<file path="src/rtl/lpc_pkg.sv">
// Shared types, constants and codes for the lift position controller.
// No dependencies; every other file in rtl/ imports this package.
`timescale 1ns / 1ps

package lpc_pkg;

    // Field widths
    localparam int OPCODE_W   = 2;
    localparam int CODE_W     = 3;
    localparam int POWER_W    = 16;
    localparam int POS_W      = 16;
    localparam int RATE_W     = 18;
    localparam int CFG_IDX_W  = 3;
    localparam int CFG_DATA_W = 16;
    localparam int COUNT_W    = 10;

    // Divider geometry: dividend bits, divisor bits, quotient bits per cycle
    localparam int DIV_W          = 32;
    localparam int DIVISOR_W      = 16;
    localparam int DIV_BITS_CYCLE = 2;
    localparam int DIV_STEPS      = DIV_W / DIV_BITS_CYCLE;
    localparam int DIV_CNT_W      = $clog2(DIV_STEPS);

    // Fixed-point constants
    localparam logic signed [POWER_W-1:0] POWER_ZERO  = 16'sd0;
    localparam logic signed [POWER_W-1:0] POWER_MOST_NEG = 16'sh8000;
    localparam logic signed [POWER_W-1:0] POWER_MIN   = -16'sd32767;
    localparam logic        [14:0]        MAG_MAX     = 15'd32767;
    localparam logic signed [POS_W-1:0]   BOTTOM_NEAR = 16'sd1024;
    localparam logic signed [POS_W:0]     CREEP_STEP  = 17'sd26;
    localparam logic signed [POS_W:0]     TARGET_MIN  = -17'sd32768;
    localparam logic signed [POS_W-1:0]   TARGET_TOP  = 16'sd32767;
    localparam logic signed [POS_W-1:0]   TARGET_LOW_CARGO  = 16'sd5376;
    localparam logic signed [POS_W-1:0]   TARGET_MID_CARGO  = 16'sd8704;
    localparam logic signed [POS_W-1:0]   TARGET_HIGH_CARGO = 16'sd12544;
    localparam logic signed [POS_W-1:0]   TARGET_HIGH_HATCH = 16'sd7168;
    localparam logic [COUNT_W-1:0] COUNT_MAX = 10'd1023;
    localparam logic [COUNT_W-1:0] DONE_HOLD = 10'd10;

    // Register reset values
    localparam logic [15:0] GAIN_RST          = 16'd102;
    localparam logic [11:0] TOLERANCE_RST     = 12'd128;
    localparam logic [15:0] MAX_SPEED_RST     = 16'd9216;
    localparam logic [15:0] OVER_MARGIN_RST   = 16'd2560;
    localparam logic [14:0] SLOW_ZONE_RST     = 15'd1280;
    localparam logic [15:0] SLOWEST_SPEED_RST = 16'd2048;
    localparam logic [9:0]  HOLD_LIMIT_RST    = 10'd100;
    localparam logic [9:0]  CALIB_WAIT_RST    = 10'd50;

    typedef enum logic [OPCODE_W-1:0] {
        OP_TICK  = 2'd0,
        OP_SET   = 2'd1,
        OP_STICK = 2'd2
    } t_opcode;

    typedef enum logic [CODE_W-1:0] {
        SP_BOTTOM     = 3'd0,
        SP_TOP        = 3'd1,
        SP_LOW_CARGO  = 3'd2,
        SP_MID_CARGO  = 3'd3,
        SP_HIGH_CARGO = 3'd4,
        SP_HIGH_HATCH = 3'd5,
        SP_STAY       = 3'd6
    } t_setpoint;

    typedef enum logic [CFG_IDX_W-1:0] {
        CFG_GAIN          = 3'd0,
        CFG_TOLERANCE     = 3'd1,
        CFG_MAX_SPEED     = 3'd2,
        CFG_OVER_MARGIN   = 3'd3,
        CFG_SLOW_ZONE     = 3'd4,
        CFG_SLOWEST_SPEED = 3'd5,
        CFG_HOLD_LIMIT    = 3'd6,
        CFG_CALIB_WAIT    = 3'd7
    } t_cfg_idx;

    typedef enum logic [3:0] {
        S_IDLE,
        S_ERR,
        S_GAIN,
        S_MAG,
        S_RMUL,
        S_RDIV,
        S_OVER,
        S_SMUL,
        S_SDIV,
        S_EMIT
    } t_state;

    typedef struct packed {
        logic [15:0] gain;
        logic [11:0] tolerance;
        logic [15:0] max_speed;
        logic [15:0] over_margin;
        logic [14:0] slow_zone;
        logic [15:0] slowest_speed;
        logic [9:0]  hold_limit;
        logic [9:0]  calib_wait;
    } t_cfg;

    typedef struct packed {
        logic                 start;
        logic [DIV_W-1:0]     dividend;
        logic [DIVISOR_W-1:0] divisor;
    } t_div_req;

    typedef struct packed {
        logic             done;
        logic [DIV_W-1:0] quotient;
    } t_div_rsp;

    typedef struct packed {
        logic                       valid;
        logic signed [POWER_W-1:0]  motor_power;
        logic                       reset_encoder;
        logic                       done_res;
    } t_result;

endpackage

</file>
<file path="src/rtl/lpc_in_if.sv">
// Input item channel: valid/ready handshake plus the item fields.
// Depends on lpc_pkg for field widths.
`timescale 1ns / 1ps

interface lpc_in_if;
    import lpc_pkg::*;

    logic                       valid;
    logic                       ready;
    logic [OPCODE_W-1:0]        opcode;
    logic [CODE_W-1:0]          setpoint_code;
    logic signed [POWER_W-1:0]  stick_power;
    logic signed [POS_W-1:0]    position;
    logic signed [RATE_W-1:0]   rate;

    modport source (output valid, opcode, setpoint_code, stick_power, position, rate,
                    input ready);
    modport sink   (input valid, opcode, setpoint_code, stick_power, position, rate,
                    output ready);
endinterface

</file>
<file path="src/rtl/lpc_out_if.sv">
// Result item channel: valid/ready handshake plus the result fields.
// Depends on lpc_pkg for field widths.
`timescale 1ns / 1ps

interface lpc_out_if;
    import lpc_pkg::*;

    logic                       valid;
    logic                       ready;
    logic signed [POWER_W-1:0]  motor_power;
    logic                       reset_encoder;
    logic                       done_res;

    modport source (output valid, motor_power, reset_encoder, done_res, input ready);
    modport sink   (input valid, motor_power, reset_encoder, done_res, output ready);
endinterface

</file>
<file path="src/rtl/lpc_cfg_if.sv">
// Configuration write channel: valid/ready, register index and write data.
// Depends on lpc_pkg for widths.
`timescale 1ns / 1ps

interface lpc_cfg_if;
    import lpc_pkg::*;

    logic                  valid;
    logic                  ready;
    logic [CFG_IDX_W-1:0]  index;
    logic [CFG_DATA_W-1:0] data;

    modport source (output valid, index, data, input ready);
    modport sink   (input valid, index, data, output ready);
endinterface

</file>
<file path="src/rtl/lpc_cfg_regs.sv">
// Configuration register file for the lift controller.
// Depends on lpc_pkg and lpc_cfg_if.
`timescale 1ns / 1ps

module lpc_cfg_regs (
    input  logic         i_clk,
    input  logic         i_rst_n,
    lpc_cfg_if.sink      i_cfg,
    output lpc_pkg::t_cfg o_cfg
);
    import lpc_pkg::*;

    t_cfg r_cfg;
    logic cfg_fire;

    // Always able to take a write
    assign i_cfg.ready = 1'b1;
    assign cfg_fire    = i_cfg.valid;
    assign o_cfg       = r_cfg;

    // Update the addressed register on each transfer
    always_ff @(posedge i_clk) begin
        if (!i_rst_n) begin
            r_cfg.gain          <= GAIN_RST;
            r_cfg.tolerance     <= TOLERANCE_RST;
            r_cfg.max_speed     <= MAX_SPEED_RST;
            r_cfg.over_margin   <= OVER_MARGIN_RST;
            r_cfg.slow_zone     <= SLOW_ZONE_RST;
            r_cfg.slowest_speed <= SLOWEST_SPEED_RST;
            r_cfg.hold_limit    <= HOLD_LIMIT_RST;
            r_cfg.calib_wait    <= CALIB_WAIT_RST;
        end else if (cfg_fire) begin
            case (t_cfg_idx'(i_cfg.index))
                CFG_GAIN:          r_cfg.gain          <= i_cfg.data;
                CFG_TOLERANCE:     r_cfg.tolerance     <= i_cfg.data[11:0];
                CFG_MAX_SPEED:     r_cfg.max_speed     <= i_cfg.data;
                CFG_OVER_MARGIN:   r_cfg.over_margin   <= i_cfg.data;
                CFG_SLOW_ZONE:     r_cfg.slow_zone     <= i_cfg.data[14:0];
                CFG_SLOWEST_SPEED: r_cfg.slowest_speed <= i_cfg.data;
                CFG_HOLD_LIMIT:    r_cfg.hold_limit    <= i_cfg.data[9:0];
                CFG_CALIB_WAIT:    r_cfg.calib_wait    <= i_cfg.data[9:0];
                default: ;
            endcase
        end
    end

endmodule

</file>
<file path="src/rtl/lpc_div.sv">
// Shared unsigned restoring divider, two quotient bits per cycle.
// Depends on lpc_pkg for widths and the request/response structs.
`timescale 1ns / 1ps

module lpc_div (
    input  logic             i_clk,
    input  logic             i_rst_n,
    input  lpc_pkg::t_div_req i_req,
    output lpc_pkg::t_div_rsp o_rsp
);
    import lpc_pkg::*;

    logic                 r_busy;
    logic                 r_done;
    logic [DIV_CNT_W-1:0] r_cnt;
    logic [DIVISOR_W-1:0] r_rem;
    logic [DIVISOR_W-1:0] r_den;
    logic [DIV_W-1:0]     r_quo;
    logic [DIVISOR_W-1:0] n_rem;
    logic [DIV_W-1:0]     n_quo;

    // Shift-subtract steps for one cycle
    always_comb begin
        logic [DIVISOR_W:0] shifted;
        logic               ge;
        n_rem = r_rem;
        n_quo = r_quo;
        for (int k = 0; k < DIV_BITS_CYCLE; k++) begin
            shifted = {n_rem, n_quo[DIV_W-1]};
            ge      = shifted >= {1'b0, r_den};
            if (ge) begin
                shifted = shifted - {1'b0, r_den};
            end
            n_rem = shifted[DIVISOR_W-1:0];
            n_quo = {n_quo[DIV_W-2:0], ge};
        end
    end

    // Load on start, iterate while busy, flag the last step
    always_ff @(posedge i_clk) begin
        if (!i_rst_n) begin
            r_busy <= 1'b0;
            r_done <= 1'b0;
            r_cnt  <= '0;
        end else begin
            r_done <= 1'b0;
            if (i_req.start) begin
                r_busy <= 1'b1;
                r_cnt  <= '0;
            end else if (r_busy) begin
                r_cnt <= r_cnt + 1'b1;
                if (r_cnt == DIV_CNT_W'(DIV_STEPS - 1)) begin
                    r_busy <= 1'b0;
                    r_done <= 1'b1;
                end
            end
        end
    end

    // Datapath registers
    always_ff @(posedge i_clk) begin
        if (i_req.start) begin
            r_rem <= '0;
            r_quo <= i_req.dividend;
            r_den <= i_req.divisor;
        end else if (r_busy) begin
            r_rem <= n_rem;
            r_quo <= n_quo;
        end
    end

    assign o_rsp.done     = r_done;
    assign o_rsp.quotient = r_quo;

endmodule

</file>
<file path="src/rtl/lpc_ctrl.sv">
// Sequencer and datapath: decodes items, holds controller state, runs the
// shared multiplier and drives the shared divider. Depends on lpc_pkg, lpc_in_if.
`timescale 1ns / 1ps

module lpc_ctrl (
    input  logic              i_clk,
    input  logic              i_rst_n,
    lpc_in_if.sink            i_in,
    input  lpc_pkg::t_cfg     i_cfg,
    output lpc_pkg::t_div_req o_div_req,
    input  lpc_pkg::t_div_rsp i_div_rsp,
    output lpc_pkg::t_result  o_res,
    input  logic              i_res_ready
);
    import lpc_pkg::*;

    t_state r_state, n_state;

    logic signed [POS_W-1:0]   r_target, n_target;
    logic                      r_auto, n_auto;
    logic [COUNT_W-1:0]        r_hold, n_hold;
    logic [COUNT_W-1:0]        r_still, n_still;
    logic signed [POS_W-1:0]   r_pos, n_pos;
    logic signed [RATE_W-1:0]  r_rate, n_rate;
    logic [POS_W:0]            r_aerr, n_aerr;
    logic                      r_neg, n_neg;
    logic [32:0]               r_prod, n_prod;
    logic [14:0]               r_mag, n_mag;
    logic [15:0]               r_cap, n_cap;
    logic [15:0]               r_scale, n_scale;
    logic signed [POWER_W-1:0] r_power, n_power;
    logic                      r_renc, n_renc;
    logic                      r_done, n_done;

    logic        in_fire;
    logic        stick_out;
    logic        tick_go;
    logic        skip;
    logic        ramp_mul;
    logic        over_cut;
    logic        over_scale;

    // Shared multiplier
    logic [16:0] mul_a;
    logic [15:0] mul_b;
    logic [32:0] mul_p;

    // Common terms
    logic signed [POS_W:0]    err;
    logic [POS_W:0]           aerr_cur;
    logic                     near;
    logic [COUNT_W-1:0]       hold_up;
    logic [COUNT_W-1:0]       still_up;
    logic [COUNT_W-1:0]       hold_n;
    logic [COUNT_W-1:0]       still_n;
    logic signed [16:0]       spd_diff;
    logic [15:0]              spd_adiff;
    logic [33:0]              rounded;
    logic [14:0]              mag_sat;
    logic                     lowering;
    logic [RATE_W-1:0]        arate;
    logic signed [RATE_W:0]   over;
    logic signed [POS_W:0]    creep;

    assign in_fire   = i_in.valid && i_in.ready;
    assign i_in.ready = (r_state == S_IDLE);

    assign stick_out = (i_in.stick_power != POWER_ZERO) || !r_auto;
    assign tick_go   = r_auto;

    assign err      = {r_target[POS_W-1], r_target} - {r_pos[POS_W-1], r_pos};
    assign aerr_cur = err[POS_W] ? 17'(-err) : err;
    assign hold_up  = (r_hold == COUNT_MAX) ? r_hold : r_hold + 1'b1;
    assign still_up = (r_still == COUNT_MAX) ? r_still : r_still + 1'b1;
    assign near     = aerr_cur < {5'b0, i_cfg.tolerance};
    assign hold_n   = (near || r_rate == '0) ? hold_up : '0;
    assign still_n  = (r_rate == '0) ? still_up : '0;
    assign skip     = hold_n >= i_cfg.hold_limit;

    assign spd_diff  = $signed({1'b0, i_cfg.max_speed}) - $signed({1'b0, i_cfg.slowest_speed});
    assign spd_adiff = spd_diff[16] ? 16'(-spd_diff) : spd_diff[15:0];
    assign rounded   = {1'b0, r_prod} + 34'd1;
    assign mag_sat   = (rounded[33:1] > {18'b0, MAG_MAX}) ? MAG_MAX : rounded[15:1];
    assign lowering  = r_neg && (mag_sat != '0) && (r_pos < $signed({1'b0, i_cfg.slow_zone}));
    assign ramp_mul  = lowering && (r_pos > 16'sd0) && (spd_diff != 17'sd0);

    assign arate      = r_rate[RATE_W-1] ? RATE_W'(-r_rate) : r_rate;
    assign over       = $signed({1'b0, arate}) - $signed({3'b0, r_cap});
    assign over_cut   = over > $signed({3'b0, i_cfg.over_margin});
    assign over_scale = !over[RATE_W] && (over != '0);

    assign creep = {r_target[POS_W-1], r_target} - CREEP_STEP;

    // Route operands to the shared multiplier
    always_comb begin
        case (r_state)
            S_GAIN: begin
                mul_a = r_aerr;
                mul_b = i_cfg.gain;
            end
            S_RMUL: begin
                mul_a = {2'b0, r_pos[14:0]};
                mul_b = spd_adiff;
            end
            S_SMUL: begin
                mul_a = {2'b0, r_mag};
                mul_b = r_scale;
            end
            default: begin
                mul_a = '0;
                mul_b = '0;
            end
        endcase
    end
    assign mul_p = {16'b0, mul_a} * {17'b0, mul_b};

    // Next state
    always_comb begin
        n_state = r_state;
        case (r_state)
            S_IDLE: begin
                if (in_fire) begin
                    case (t_opcode'(i_in.opcode))
                        OP_STICK: n_state = stick_out ? S_EMIT : S_IDLE;
                        OP_TICK:  n_state = tick_go ? S_ERR : S_IDLE;
                        default:  n_state = S_IDLE;
                    endcase
                end
            end
            S_ERR:  n_state = skip ? S_EMIT : S_GAIN;
            S_GAIN: n_state = S_MAG;
            S_MAG:  n_state = ramp_mul ? S_RMUL : S_OVER;
            S_RMUL: n_state = S_RDIV;
            S_RDIV: n_state = i_div_rsp.done ? S_OVER : S_RDIV;
            S_OVER: n_state = (!over_cut && over_scale) ? S_SMUL : S_EMIT;
            S_SMUL: n_state = S_SDIV;
            S_SDIV: n_state = i_div_rsp.done ? S_EMIT : S_SDIV;
            S_EMIT: n_state = i_res_ready ? S_IDLE : S_EMIT;
            default: n_state = S_IDLE;
        endcase
    end

    // Datapath updates per state
    always_comb begin
        n_target = r_target;
        n_auto   = r_auto;
        n_hold   = r_hold;
        n_still  = r_still;
        n_pos    = r_pos;
        n_rate   = r_rate;
        n_aerr   = r_aerr;
        n_neg    = r_neg;
        n_prod   = r_prod;
        n_mag    = r_mag;
        n_cap    = r_cap;
        n_scale  = r_scale;
        n_power  = r_power;
        n_renc   = r_renc;
        n_done   = r_done;
        o_div_req.start    = 1'b0;
        o_div_req.dividend = mul_p[DIV_W-1:0];
        o_div_req.divisor  = (r_state == S_RMUL) ? {1'b0, i_cfg.slow_zone}
                                                 : i_cfg.over_margin;

        case (r_state)
            S_IDLE: begin
                if (in_fire) begin
                    case (t_opcode'(i_in.opcode))
                        OP_SET: begin
                            case (t_setpoint'(i_in.setpoint_code))
                                SP_BOTTOM: begin
                                    if (i_in.position < BOTTOM_NEAR && r_target <= 16'sd0) begin
                                        n_target = (creep < TARGET_MIN) ? POWER_MOST_NEG
                                                                        : creep[POS_W-1:0];
                                    end else begin
                                        n_target = '0;
                                    end
                                end
                                SP_TOP:        n_target = TARGET_TOP;
                                SP_LOW_CARGO:  n_target = TARGET_LOW_CARGO;
                                SP_MID_CARGO:  n_target = TARGET_MID_CARGO;
                                SP_HIGH_CARGO: n_target = TARGET_HIGH_CARGO;
                                SP_HIGH_HATCH: n_target = TARGET_HIGH_HATCH;
                                default: ;
                            endcase
                            n_hold  = '0;
                            n_still = '0;
                            n_auto  = 1'b1;
                        end
                        OP_STICK: begin
                            if (i_in.stick_power != POWER_ZERO) begin
                                n_auto = 1'b0;
                            end
                            n_power = (i_in.stick_power == POWER_MOST_NEG) ? POWER_MIN
                                                                           : i_in.stick_power;
                            n_renc  = 1'b0;
                            n_done  = 1'b0;
                        end
                        OP_TICK: begin
                            n_pos  = i_in.position;
                            n_rate = i_in.rate;
                            n_aerr = '0;
                        end
                        default: ;
                    endcase
                end
            end
            // Error magnitude, counters and status flags
            S_ERR: begin
                n_neg   = err[POS_W];
                n_aerr  = aerr_cur;
                n_hold  = hold_n;
                n_still = still_n;
                n_done  = near || (hold_n > DONE_HOLD);
                n_renc  = (r_target <= 16'sd0) && (r_pos <= 16'sd0)
                          && (still_n >= i_cfg.calib_wait);
                n_power = POWER_ZERO;
            end
            S_GAIN: begin
                n_prod = mul_p;
            end
            // Round, clamp, pick the speed cap
            S_MAG: begin
                n_mag = mag_sat;
                n_cap = lowering ? i_cfg.slowest_speed : i_cfg.max_speed;
            end
            S_RMUL: begin
                o_div_req.start = 1'b1;
            end
            S_RDIV: begin
                if (i_div_rsp.done) begin
                    n_cap = spd_diff[16] ? i_cfg.slowest_speed - i_div_rsp.quotient[15:0]
                                         : i_cfg.slowest_speed + i_div_rsp.quotient[15:0];
                end
            end
            // Overspeed: cut, scale or pass
            S_OVER: begin
                if (over_cut) begin
                    n_power = POWER_ZERO;
                end else if (over_scale) begin
                    n_scale = i_cfg.over_margin - over[15:0];
                end else begin
                    n_power = r_neg ? -$signed({1'b0, r_mag}) : $signed({1'b0, r_mag});
                end
            end
            S_SMUL: begin
                o_div_req.start = 1'b1;
            end
            S_SDIV: begin
                if (i_div_rsp.done) begin
                    n_power = r_neg ? -$signed({1'b0, i_div_rsp.quotient[14:0]})
                                    : $signed({1'b0, i_div_rsp.quotient[14:0]});
                end
            end
            default: ;
        endcase
    end

    // Control state
    always_ff @(posedge i_clk) begin
        if (!i_rst_n) begin
            r_state  <= S_IDLE;
            r_target <= '0;
            r_auto   <= 1'b0;
            r_hold   <= '0;
            r_still  <= '0;
        end else begin
            r_state  <= n_state;
            r_target <= n_target;
            r_auto   <= n_auto;
            r_hold   <= n_hold;
            r_still  <= n_still;
        end
    end

    // Working registers
    always_ff @(posedge i_clk) begin
        r_pos   <= n_pos;
        r_rate  <= n_rate;
        r_aerr  <= n_aerr;
        r_neg   <= n_neg;
        r_prod  <= n_prod;
        r_mag   <= n_mag;
        r_cap   <= n_cap;
        r_scale <= n_scale;
        r_power <= n_power;
        r_renc  <= n_renc;
        r_done  <= n_done;
    end

    assign o_res.valid         = (r_state == S_EMIT);
    assign o_res.motor_power   = r_power;
    assign o_res.reset_encoder = r_renc;
    assign o_res.done_res      = r_done;

endmodule

</file>
<file path="src/rtl/lift_position_controller_top.sv">
// Top level of the lift position controller: config registers, sequencer,
// shared divider and the output register. Depends on lpc_pkg and the interfaces.
`timescale 1ns / 1ps

// Usage
//   i_in  : input items (opcode, setpoint_code, stick_power, position, rate).
//           A transfer happens when valid and ready are both high.
//   o_out : result items (motor_power, reset_encoder, done_res).
//   i_cfg : register writes by index; always ready. Write only while idle.
// Sequencing
//   Set-target items give no result. A stick item gives a result only when
//   its power is nonzero or manual mode is active. A tick item in automatic
//   mode steps the shared sequencer through error, gain, magnitude, overspeed
//   and emit; a long hold skips to emit and cuts power. Each division (bottom
//   ramp, overspeed scale) adds a state that loads the shared divider, which
//   retires two quotient bits a cycle, and one that waits for the quotient.
//   One item is in work at a time; ready is high only when the sequencer idles.
// Reset
//   i_rst_n (synchronous, active low) loads the register defaults, clears the
//   target, leaves automatic mode and zeroes the hold and still counters.
// Stalls
//   One output register holds a finished result; the next item is accepted
//   while it waits. If it is still occupied when a new result is ready, the
//   sequencer holds until the receiver takes the old one.

module lift_position_controller_top (
    input  logic      i_clk,
    input  logic      i_rst_n,
    lpc_in_if.sink    i_in,
    lpc_out_if.source o_out,
    lpc_cfg_if.sink   i_cfg
);
    import lpc_pkg::*;

    t_cfg     cfg;
    t_div_req div_req;
    t_div_rsp div_rsp;
    t_result  res;
    logic     res_load;

    logic                      r_out_valid;
    logic signed [POWER_W-1:0] r_out_power;
    logic                      r_out_renc;
    logic                      r_out_done;

    lpc_cfg_regs u_cfg_regs (
        .i_clk   (i_clk),
        .i_rst_n (i_rst_n),
        .i_cfg   (i_cfg),
        .o_cfg   (cfg)
    );

    lpc_div u_div (
        .i_clk   (i_clk),
        .i_rst_n (i_rst_n),
        .i_req   (div_req),
        .o_rsp   (div_rsp)
    );

    lpc_ctrl u_ctrl (
        .i_clk       (i_clk),
        .i_rst_n     (i_rst_n),
        .i_in        (i_in),
        .i_cfg       (cfg),
        .o_div_req   (div_req),
        .i_div_rsp   (div_rsp),
        .o_res       (res),
        .i_res_ready (res_load)
    );

    // Take a result when the output register is free or being drained
    assign res_load = res.valid && (!r_out_valid || o_out.ready);

    always_ff @(posedge i_clk) begin
        if (!i_rst_n) begin
            r_out_valid <= 1'b0;
        end else if (res_load) begin
            r_out_valid <= 1'b1;
        end else if (o_out.ready) begin
            r_out_valid <= 1'b0;
        end
    end

    // Hold the payload until transfer
    always_ff @(posedge i_clk) begin
        if (res_load) begin
            r_out_power <= res.motor_power;
            r_out_renc  <= res.reset_encoder;
            r_out_done  <= res.done_res;
        end
    end

    assign o_out.valid         = r_out_valid;
    assign o_out.motor_power   = r_out_power;
    assign o_out.reset_encoder = r_out_renc;
    assign o_out.done_res      = r_out_done;

endmodule
</file>
<file path="src/flat_wrapper.sv">
// flat-port wrapper written by rule: the top's interface ports become plain ports
module lift_position_controller_top_flat import lpc_pkg::*;
  (i_clk, i_rst_n, i_in_valid, i_in_opcode, i_in_setpoint_code, i_in_stick_power, i_in_position, i_in_rate, i_in_ready, o_out_valid, o_out_motor_power, o_out_reset_encoder, o_out_done_res, o_out_ready, i_cfg_valid, i_cfg_index, i_cfg_data, i_cfg_ready);
  lpc_in_if i_in_i ();
  lpc_out_if o_out_i ();
  lpc_cfg_if i_cfg_i ();
  input  logic i_clk;
  input  logic i_rst_n;
  input wire logic [$bits(i_in_i.valid)-1:0] i_in_valid;
  input wire logic [$bits(i_in_i.opcode)-1:0] i_in_opcode;
  input wire logic [$bits(i_in_i.setpoint_code)-1:0] i_in_setpoint_code;
  input wire logic [$bits(i_in_i.stick_power)-1:0] i_in_stick_power;
  input wire logic [$bits(i_in_i.position)-1:0] i_in_position;
  input wire logic [$bits(i_in_i.rate)-1:0] i_in_rate;
  output wire logic [$bits(i_in_i.ready)-1:0] i_in_ready;
  output wire logic [$bits(o_out_i.valid)-1:0] o_out_valid;
  output wire logic [$bits(o_out_i.motor_power)-1:0] o_out_motor_power;
  output wire logic [$bits(o_out_i.reset_encoder)-1:0] o_out_reset_encoder;
  output wire logic [$bits(o_out_i.done_res)-1:0] o_out_done_res;
  input wire logic [$bits(o_out_i.ready)-1:0] o_out_ready;
  input wire logic [$bits(i_cfg_i.valid)-1:0] i_cfg_valid;
  input wire logic [$bits(i_cfg_i.index)-1:0] i_cfg_index;
  input wire logic [$bits(i_cfg_i.data)-1:0] i_cfg_data;
  output wire logic [$bits(i_cfg_i.ready)-1:0] i_cfg_ready;
  assign i_in_i.valid = i_in_valid;
  assign i_in_i.opcode = i_in_opcode;
  assign i_in_i.setpoint_code = i_in_setpoint_code;
  assign i_in_i.stick_power = i_in_stick_power;
  assign i_in_i.position = i_in_position;
  assign i_in_i.rate = i_in_rate;
  assign i_in_ready = i_in_i.ready;
  assign o_out_valid = o_out_i.valid;
  assign o_out_motor_power = o_out_i.motor_power;
  assign o_out_reset_encoder = o_out_i.reset_encoder;
  assign o_out_done_res = o_out_i.done_res;
  assign o_out_i.ready = o_out_ready;
  assign i_cfg_i.valid = i_cfg_valid;
  assign i_cfg_i.index = i_cfg_index;
  assign i_cfg_i.data = i_cfg_data;
  assign i_cfg_ready = i_cfg_i.ready;
  lift_position_controller_top u_core (.i_clk(i_clk), .i_rst_n(i_rst_n), .i_in(i_in_i), .o_out(o_out_i), .i_cfg(i_cfg_i));
endmodule
</file>
<file path="config.mk">
export PLATFORM = sky130hd
export DESIGN_NAME = lift_position_controller_top_flat
export DESIGN_NICKNAME = d
export VERILOG_FILES = /design/src/rtl/lpc_pkg.sv /design/src/rtl/lpc_in_if.sv /design/src/rtl/lpc_out_if.sv /design/src/rtl/lpc_cfg_if.sv /design/src/rtl/lpc_cfg_regs.sv /design/src/rtl/lpc_div.sv /design/src/rtl/lpc_ctrl.sv /design/src/rtl/lift_position_controller_top.sv /design/src/flat_wrapper.sv
export SDC_FILE = /design/constraint.sdc
export NUM_CORES = 2
export LEC_CHECK = 0
export BUFFER_PORTS_ARGS = -buffer_cell sky130_fd_sc_hd__buf_2
export CORE_ASPECT_RATIO = 0.7
export CORE_MARGIN = 1.5
export CORE_UTILIZATION = 40
export DETAILED_ROUTE_END_ITERATION = 8
export RECOVER_POWER = 25
export REMOVE_ABC_BUFFERS = 1
export SYNTH_ARGS = -nofsm -noshare
export SYNTH_HDL_FRONTEND = slang
export SYNTH_HIERARCHICAL = 1
export SYNTH_SLANG_ARGS = --single-unit
</file>
<file path="constraint.sdc">
create_clock -name i_clk -period 10.3 [get_ports i_clk]
set_clock_uncertainty 0.2 [all_clocks]
set_input_delay 2.06 -clock i_clk [delete_from_list [all_inputs] [get_ports i_clk]]
set_output_delay 2.06 -clock i_clk [all_outputs]
set_load 0.02 [all_outputs]
</file>
== Word-level counts from Yosys, hierarchy flattened ==
Index checks and enable logic that the tools add are counted.

* Output and inout port bits: 21
* Input bits: 79
* Register bits after elaboration: 391
* Word-level logic and storage cells: 223

* Reduce and logical (&&, ||, !) cells: 55
* Order comparisons: 14
* Eq/ne operators: 35
* Multipliers: 1
* $add $sub $neg: 18
* Muxes and demuxes: 62
* Bitwise operators: 3

{| class="wikitable"
|+ Operator list
! kind !! number
|-
| 16-bit two-way mux || 16
|-
| 16-bit one-hot mux with 6 select lines || 1
|-
| 32-bit two-way mux || 2
|-
| 16-bit one-hot mux with 4 select lines || 1
|-
| 16-bit subtractor || 4
|-
| 10-bit two-way mux || 6
|-
| 17-bit two-way mux || 3
|-
| 17-bit one-hot mux with 3 select lines || 1
|-
| 16-bit one-hot mux with 3 select lines || 1
|-
| 10-bit one-hot mux with 2 select lines || 2
|-
| 4-bit one-hot mux with 10 select lines || 1
|-
| 33-bit by 1-bit adder with 34-bit output (second input constant) || 1
|-
| 17-bit by 16-bit >= comparator with 1-bit output || 2
|-
| 17-bit one-hot mux with 2 select lines || 1
|-
| 16-bit by 16-bit subtractor with 17-bit output || 2
|-
| 33-bit by 15-bit greater-than comparator with 1-bit output (second input constant) || 1
|-
| 17-bit by 16-bit multiplier with 33-bit output || 1
|-
| 16-bit by 1-bit <= comparator with 1-bit output (second input constant) || 2
|-
| 15-bit negation with 16-bit output || 2
|-
| 16-bit one-hot mux with 2 select lines || 1
|-
| 15-bit two-way mux || 2
|-
| 10-bit by 1-bit adder with 10-bit output (second input constant) || 2
|-
| 10-bit == test (second input constant) || 2
|-
| 10-bit >= comparator || 2
|-
| 54 further kinds || 129
|}

== Longest topological paths before layout ==
* Depth after elaboration: 10
* Mapped depth: 42
* Depth with buffers taken out: 40

== Modules after synthesis ==
Netlist, hierarchy kept.

{| class="wikitable"
|+ By module, submodules not included
! module !! times used !! cells each !! seq. area each (sq um) !! area an instance (sq um)
|-
| lpc_ctrl || 1 || 3,113 || 5,325.1 || 26,439.1
|-
| lpc_div || 1 || 438 || 1,881.8 || 4,638.2
|-
| lpc_cfg_regs || 1 || 405 || 2,222.1 || 4,210.3
|-
| lift_position_controller_top || 1 || 22 || 560.5 || 588.1
|}

== Least setup slack after synthesis ==
No wires, ideal clock.

* Path type: flip-flop to flip-flop
* Start: reg u_core.u_cfg_regs.r_cfg (netlist bit u_core/u_cfg_regs/o_cfg[20])
* End: reg u_core.u_div.r_quo[31] (data pin)
* Required time: 9.840 ns
* Library setup time: 0.260 ns
* Path slack: 0.436 ns
* Path buffers: 3
* Stages on the path, launching flop included: 37
* Clock period less this slack: 9.864 ns
* Arrival: 9.404 ns
* Cell sequence: dfxtp_1 ha_1 inv_1 fa_1 a21o_1 a21oi_2 xnor2_1 or3_1 or3_1 or4_1 inv_1 and4_1 buf_2 buf_4 nor4_1 or3_1 fa_1 fa_1 fa_1 fa_1 fa_1 inv_1 fa_1 inv_1 ha_1 nand3_1 o22ai_1 o21a_1 a41oi_1 a31oi_1 a2111oi_0 o21ai_0 a21o_1 a21oi_1 xnor2_1 buf_4 mux2_2

* Cells in the longest elaborated chain, start to end: 6

{| class="wikitable"
|+ Ends and longest elaborated chain
! what !! line !! RTL
|-
| start, declared || lpc_cfg_regs.sv:13 || <nowiki>t_cfg r_cfg;</nowiki>
|-
| 16-bit by 16-bit subtractor with 17-bit output * || lpc_ctrl.sv:80 || <nowiki>assign spd_diff = $signed({1'b0, i_cfg.max_speed}) - $signed({1'b0, i_cfg.slowest_speed});</nowiki>
|-
| 16-bit negation || lpc_ctrl.sv:81 || <nowiki>assign spd_adiff = spd_diff[16] ? 16'(-spd_diff) : spd_diff[15:0];</nowiki>
|-
| 16-bit two-way mux * || lpc_ctrl.sv:81 ||
|-
| 16-bit one-hot mux with 3 select lines * || lpc_ctrl.sv:96 || <nowiki>case (r_state)</nowiki>
|-
| 17-bit by 16-bit multiplier with 33-bit output * || lpc_ctrl.sv:115 || <nowiki>assign mul_p = {16'b0, mul_a} * {17'b0, mul_b};</nowiki>
|-
| net u_core.u_ctrl.mul_p[31] || lpc_ctrl.sv:46 || <nowiki>logic [32:0] mul_p;</nowiki>
|-
| 32-bit two-way mux * || lpc_div.sv:62 || <nowiki>if (i_req.start) begin</nowiki>
|-
| end signal, assigned || lpc_div.sv:64 || <nowiki>r_quo <= i_req.dividend;</nowiki>
|-
| end signal, assigned || lpc_div.sv:68 || <nowiki>r_quo <= n_quo;</nowiki>
|-
| end, declared || lpc_div.sv:18 || <nowiki>logic [DIV_W-1:0] r_quo;</nowiki>
|}

Mark *: on every way through the listed nets, which the timed path passes. The rest lies on a longest branch.
A chain may end at the register's enable or synchronous reset.

==> flow_summary.toml <==
[layout]
multi_input_comb_area_mm2 = 0.02334
layout_commonest_cell = "nand2_1"
stdcell_area_mm2 = 0.03894
area.growth.synth_to_final_pct = 8.545
layout-drive-gt1-share_pct = 9.118
diodes = 0
nets = 4585
final_cell_mix = "nand2_1 (509), inv_1 (455), ha_1 (284), nor2_1 (221), edfxtp_1 (216)"
fillers = 8666
seq_area_mm2 = 0.009991

[placed_design]
io_buffers = 98
dpl_cell_area_mm2 = 0.03751
place_hpwl_um = 88880
globalplace.congestion = 0.9683

[global_routing]
grt_usage_pct = 24.34
grtUsageMet2_pct = 32.85
antenna_found_initial = 2
use_met3_pct = 7.595
met1_usage_pct = 37.15
grt_pass1_wl_um = 171300
grt_overflow = 0
grt_pass1_vias = 27960
grt_busiest_layer = "met1"
grt_max_degree = 147

[power]
total_power_w = 0.003950
ir_drop_mv = 0.1101
p_per_area_mw_per_mm2 = 101.4
leakagePower_nw = 17.19

[drt]
drtPass1Iterations = 6
viasPerCell = 5.631
antenna_left = 0
wirelength_um = 112200
first_iter_violations = 2932
drc = 0
num_vias = 29270
wire_per_inst_um = 21.58

[cts]
numCtsBuffers = 43
cts-root-to-sink-buffers = 3
h-tree-depth = 2
post_cts_buffers = 0
cts_sinks = 391
cts_resized = 0
cts_root_buffer = "clkbuf_16"
insertion_delay_ns = 0.58
cts_tree = "yes"
holdBufCountCts = 0
clk_pin_slew_ns = 0.06

[synthesis]
ys_seq_area_share_pct = 27.85
ys_types = 107
async_reset_ff_share_pct = 0
syn-cell-area_mm2 = 0.03588
ys_ff_latch = 391
ys_warn_count = 6
syn_area_per_cell_um2 = 9.019
synth_ff_type = "edfxtp_1"
syn-instance-count = 3978
synth_edf_count = 216

[timing]
finalHoldViolations = 0
slew_viol_final = 182
max_slew_margin_pct = -332.4
finalCritPeriodShare_pct = 95.82
setup_viol = 0
max_freq_ghz = 0.1013
worstMarginPinSlew_ns = 6.486
min_period_ns = 9.869

[floorplan]
num_io_pins = 100
die_h_um = 253.6
initial_core_util_pct = 40.55
die_area_mm2 = 0.09152
fp-row-count = 91
coreArea_mm2 = 0.08847
die_x_um = 361.0

[status]
violations = "max-capacitance violations, max-slew violations"
status = "complete, but fails checks"

[hold_path]
hp-class = "flip-flop to flip-flop"
hp-start = "u_core/u_ctrl/r_power[5]$_DFFE_PP_"

[worst_setup_path]
cpPeakStageDelay_ns = 0.55
path_common_cell = "fa_1"
crit_fanout = 15
reg2reg_from = "u_core/u_cfg_regs/o_cfg[67]$_SDFFE_PN0P_"
cp_slowest_cell = "or4_4"
end_kind = "flip-flop"
critPathRequiredTime_ns = 10.43
critPathLaunch = "u_core/u_cfg_regs/o_cfg[67]$_SDFFE_PN0P_"
critPathLaunchType = "flip-flop"
crit_type = "flip-flop to flip-flop"
arrival_ns = 10.00

[job]
drv_cap = 2
==> worst max-delay path, delay by kind of cell (launching register included) <==
family,cells,cell delay (ns)
flops,1,0.32
xor+xnor,3,0.43
simple gates,3,1.31
fa+ha+maj,9,3.97
mux,1,0.27
buf+inv,6,0.56
compound gates,14,2.52
==> cell usage after synthesis (41+ instances only) <==
cell type	number	area, um^2
a21o_1	58	435.4
a21oi_1	161	805.8
and2_1	55	344.1
buf_4	41	307.8
clkbuf_1	111	416.7
dfxtp_1	175	3503
edfxtp_1	216	6486
fa_1	215	4304
ha_1	286	3578
inv_1	455	1708
mux2i_1	149	1491
nand2_1	509	1911
nand3_1	79	395.4
nand4_1	49	306.5
nor2_1	222	833.3
nor2b_1	66	412.9
nor3_1	70	350.3
o21ai_0	131	655.6
or3_1	48	300.3
xnor2_1	125	1095
xor2_1	100	875.8
==> kinds of logic (layout without fill, tap and decap cells) <==
logic type                 Yosys count  after routing  share of synthesized area (%)
xor gates and xnor gates           225            225                          5.493
buffers and inverters              651            709                          7.551
adders and majority gates          501            501                          21.97
other                                1              1                        0.01045
and+or+nand+nor                   1284           1284                          17.49
muxes                              194            194                          5.612
AOI/OAI and AO/OA                  731            731                          14.02
DFF                                391            391                          27.85
==> metal layers <==
metal / wire length (um) / vias to the layer above
met1: 54410 / 14160
met5: 0 / -
li1: - / 13820
met4: 2207 / 0
met3: 12760 / 127
met2: 42790 / 1168
==> state kept, by name, summed over array words and instances (netlist names), 17 cells and up <==
| name | cells |
|---|---|
| u_core/u_ctrl/r_aerr | 17 |
| u_core/u_div/r_quo | 32 |
| u_core/u_ctrl/r_prod | 33 |
| u_core/u_cfg_regs/o_cfg | 111 |
| u_core/u_ctrl/r_rate | 18 |
==> metrics by stage <==
step | worst slack [ns] | hold slack (ns) | cells | util [%] | TNS (ns)
6_report | 0.4307 | 0.2194 | 5198 | 44.02 | 0
3_5_place_dp | 0.1627 | 0.2065 | 5122 | 42.40 | 0
2_1_floorplan | -2.502 | 0.2003 | 3783 | - | -58.54
3_3_place_gp | 0.1804 | 0.2027 | 5122 | 42.40 | 0
4_1_cts | 0.08048 | 0.2205 | 5198 | 43.95 | 0
5_1_grt | -0.05562 | 0.2252 | 5198 | 44.02 | -0.05562
==> final cells by class <==
cell class	instances	share of cell area, %
Tap cell	1162	3.734
Multi-Input combinational cell	2936	59.94
Clock buffer	57	3.004
Clock inverter	19	0.5237
Timing Repair Buffer	177	2.744
Sequential cell	391	25.66
Inverter	456	4.395
==> where the power goes <==
part           total, W  switching [W]  internal, W
sequential      0.00172      0.0000368      0.00169
combinational  0.000666       0.000417     0.000248
clock           0.00156       0.000662     0.000900
==> worst paths after layout <==
path                                                              end  slack (ns)  cells past startpoint
worst min-delay path            u_core/o_out.motor_power[5]$_DFFE_PP_        0.22                      0
worst min register to register  u_core/o_out.motor_power[5]$_DFFE_PP_        0.22                      0
worst max register to register       u_core/u_div/r_quo[31]$_DFFE_PP_        0.43                     36
worst max-delay path                 u_core/u_div/r_quo[31]$_DFFE_PP_        0.43                     36
No activity file was read; power rests on OpenSTA's default activity.
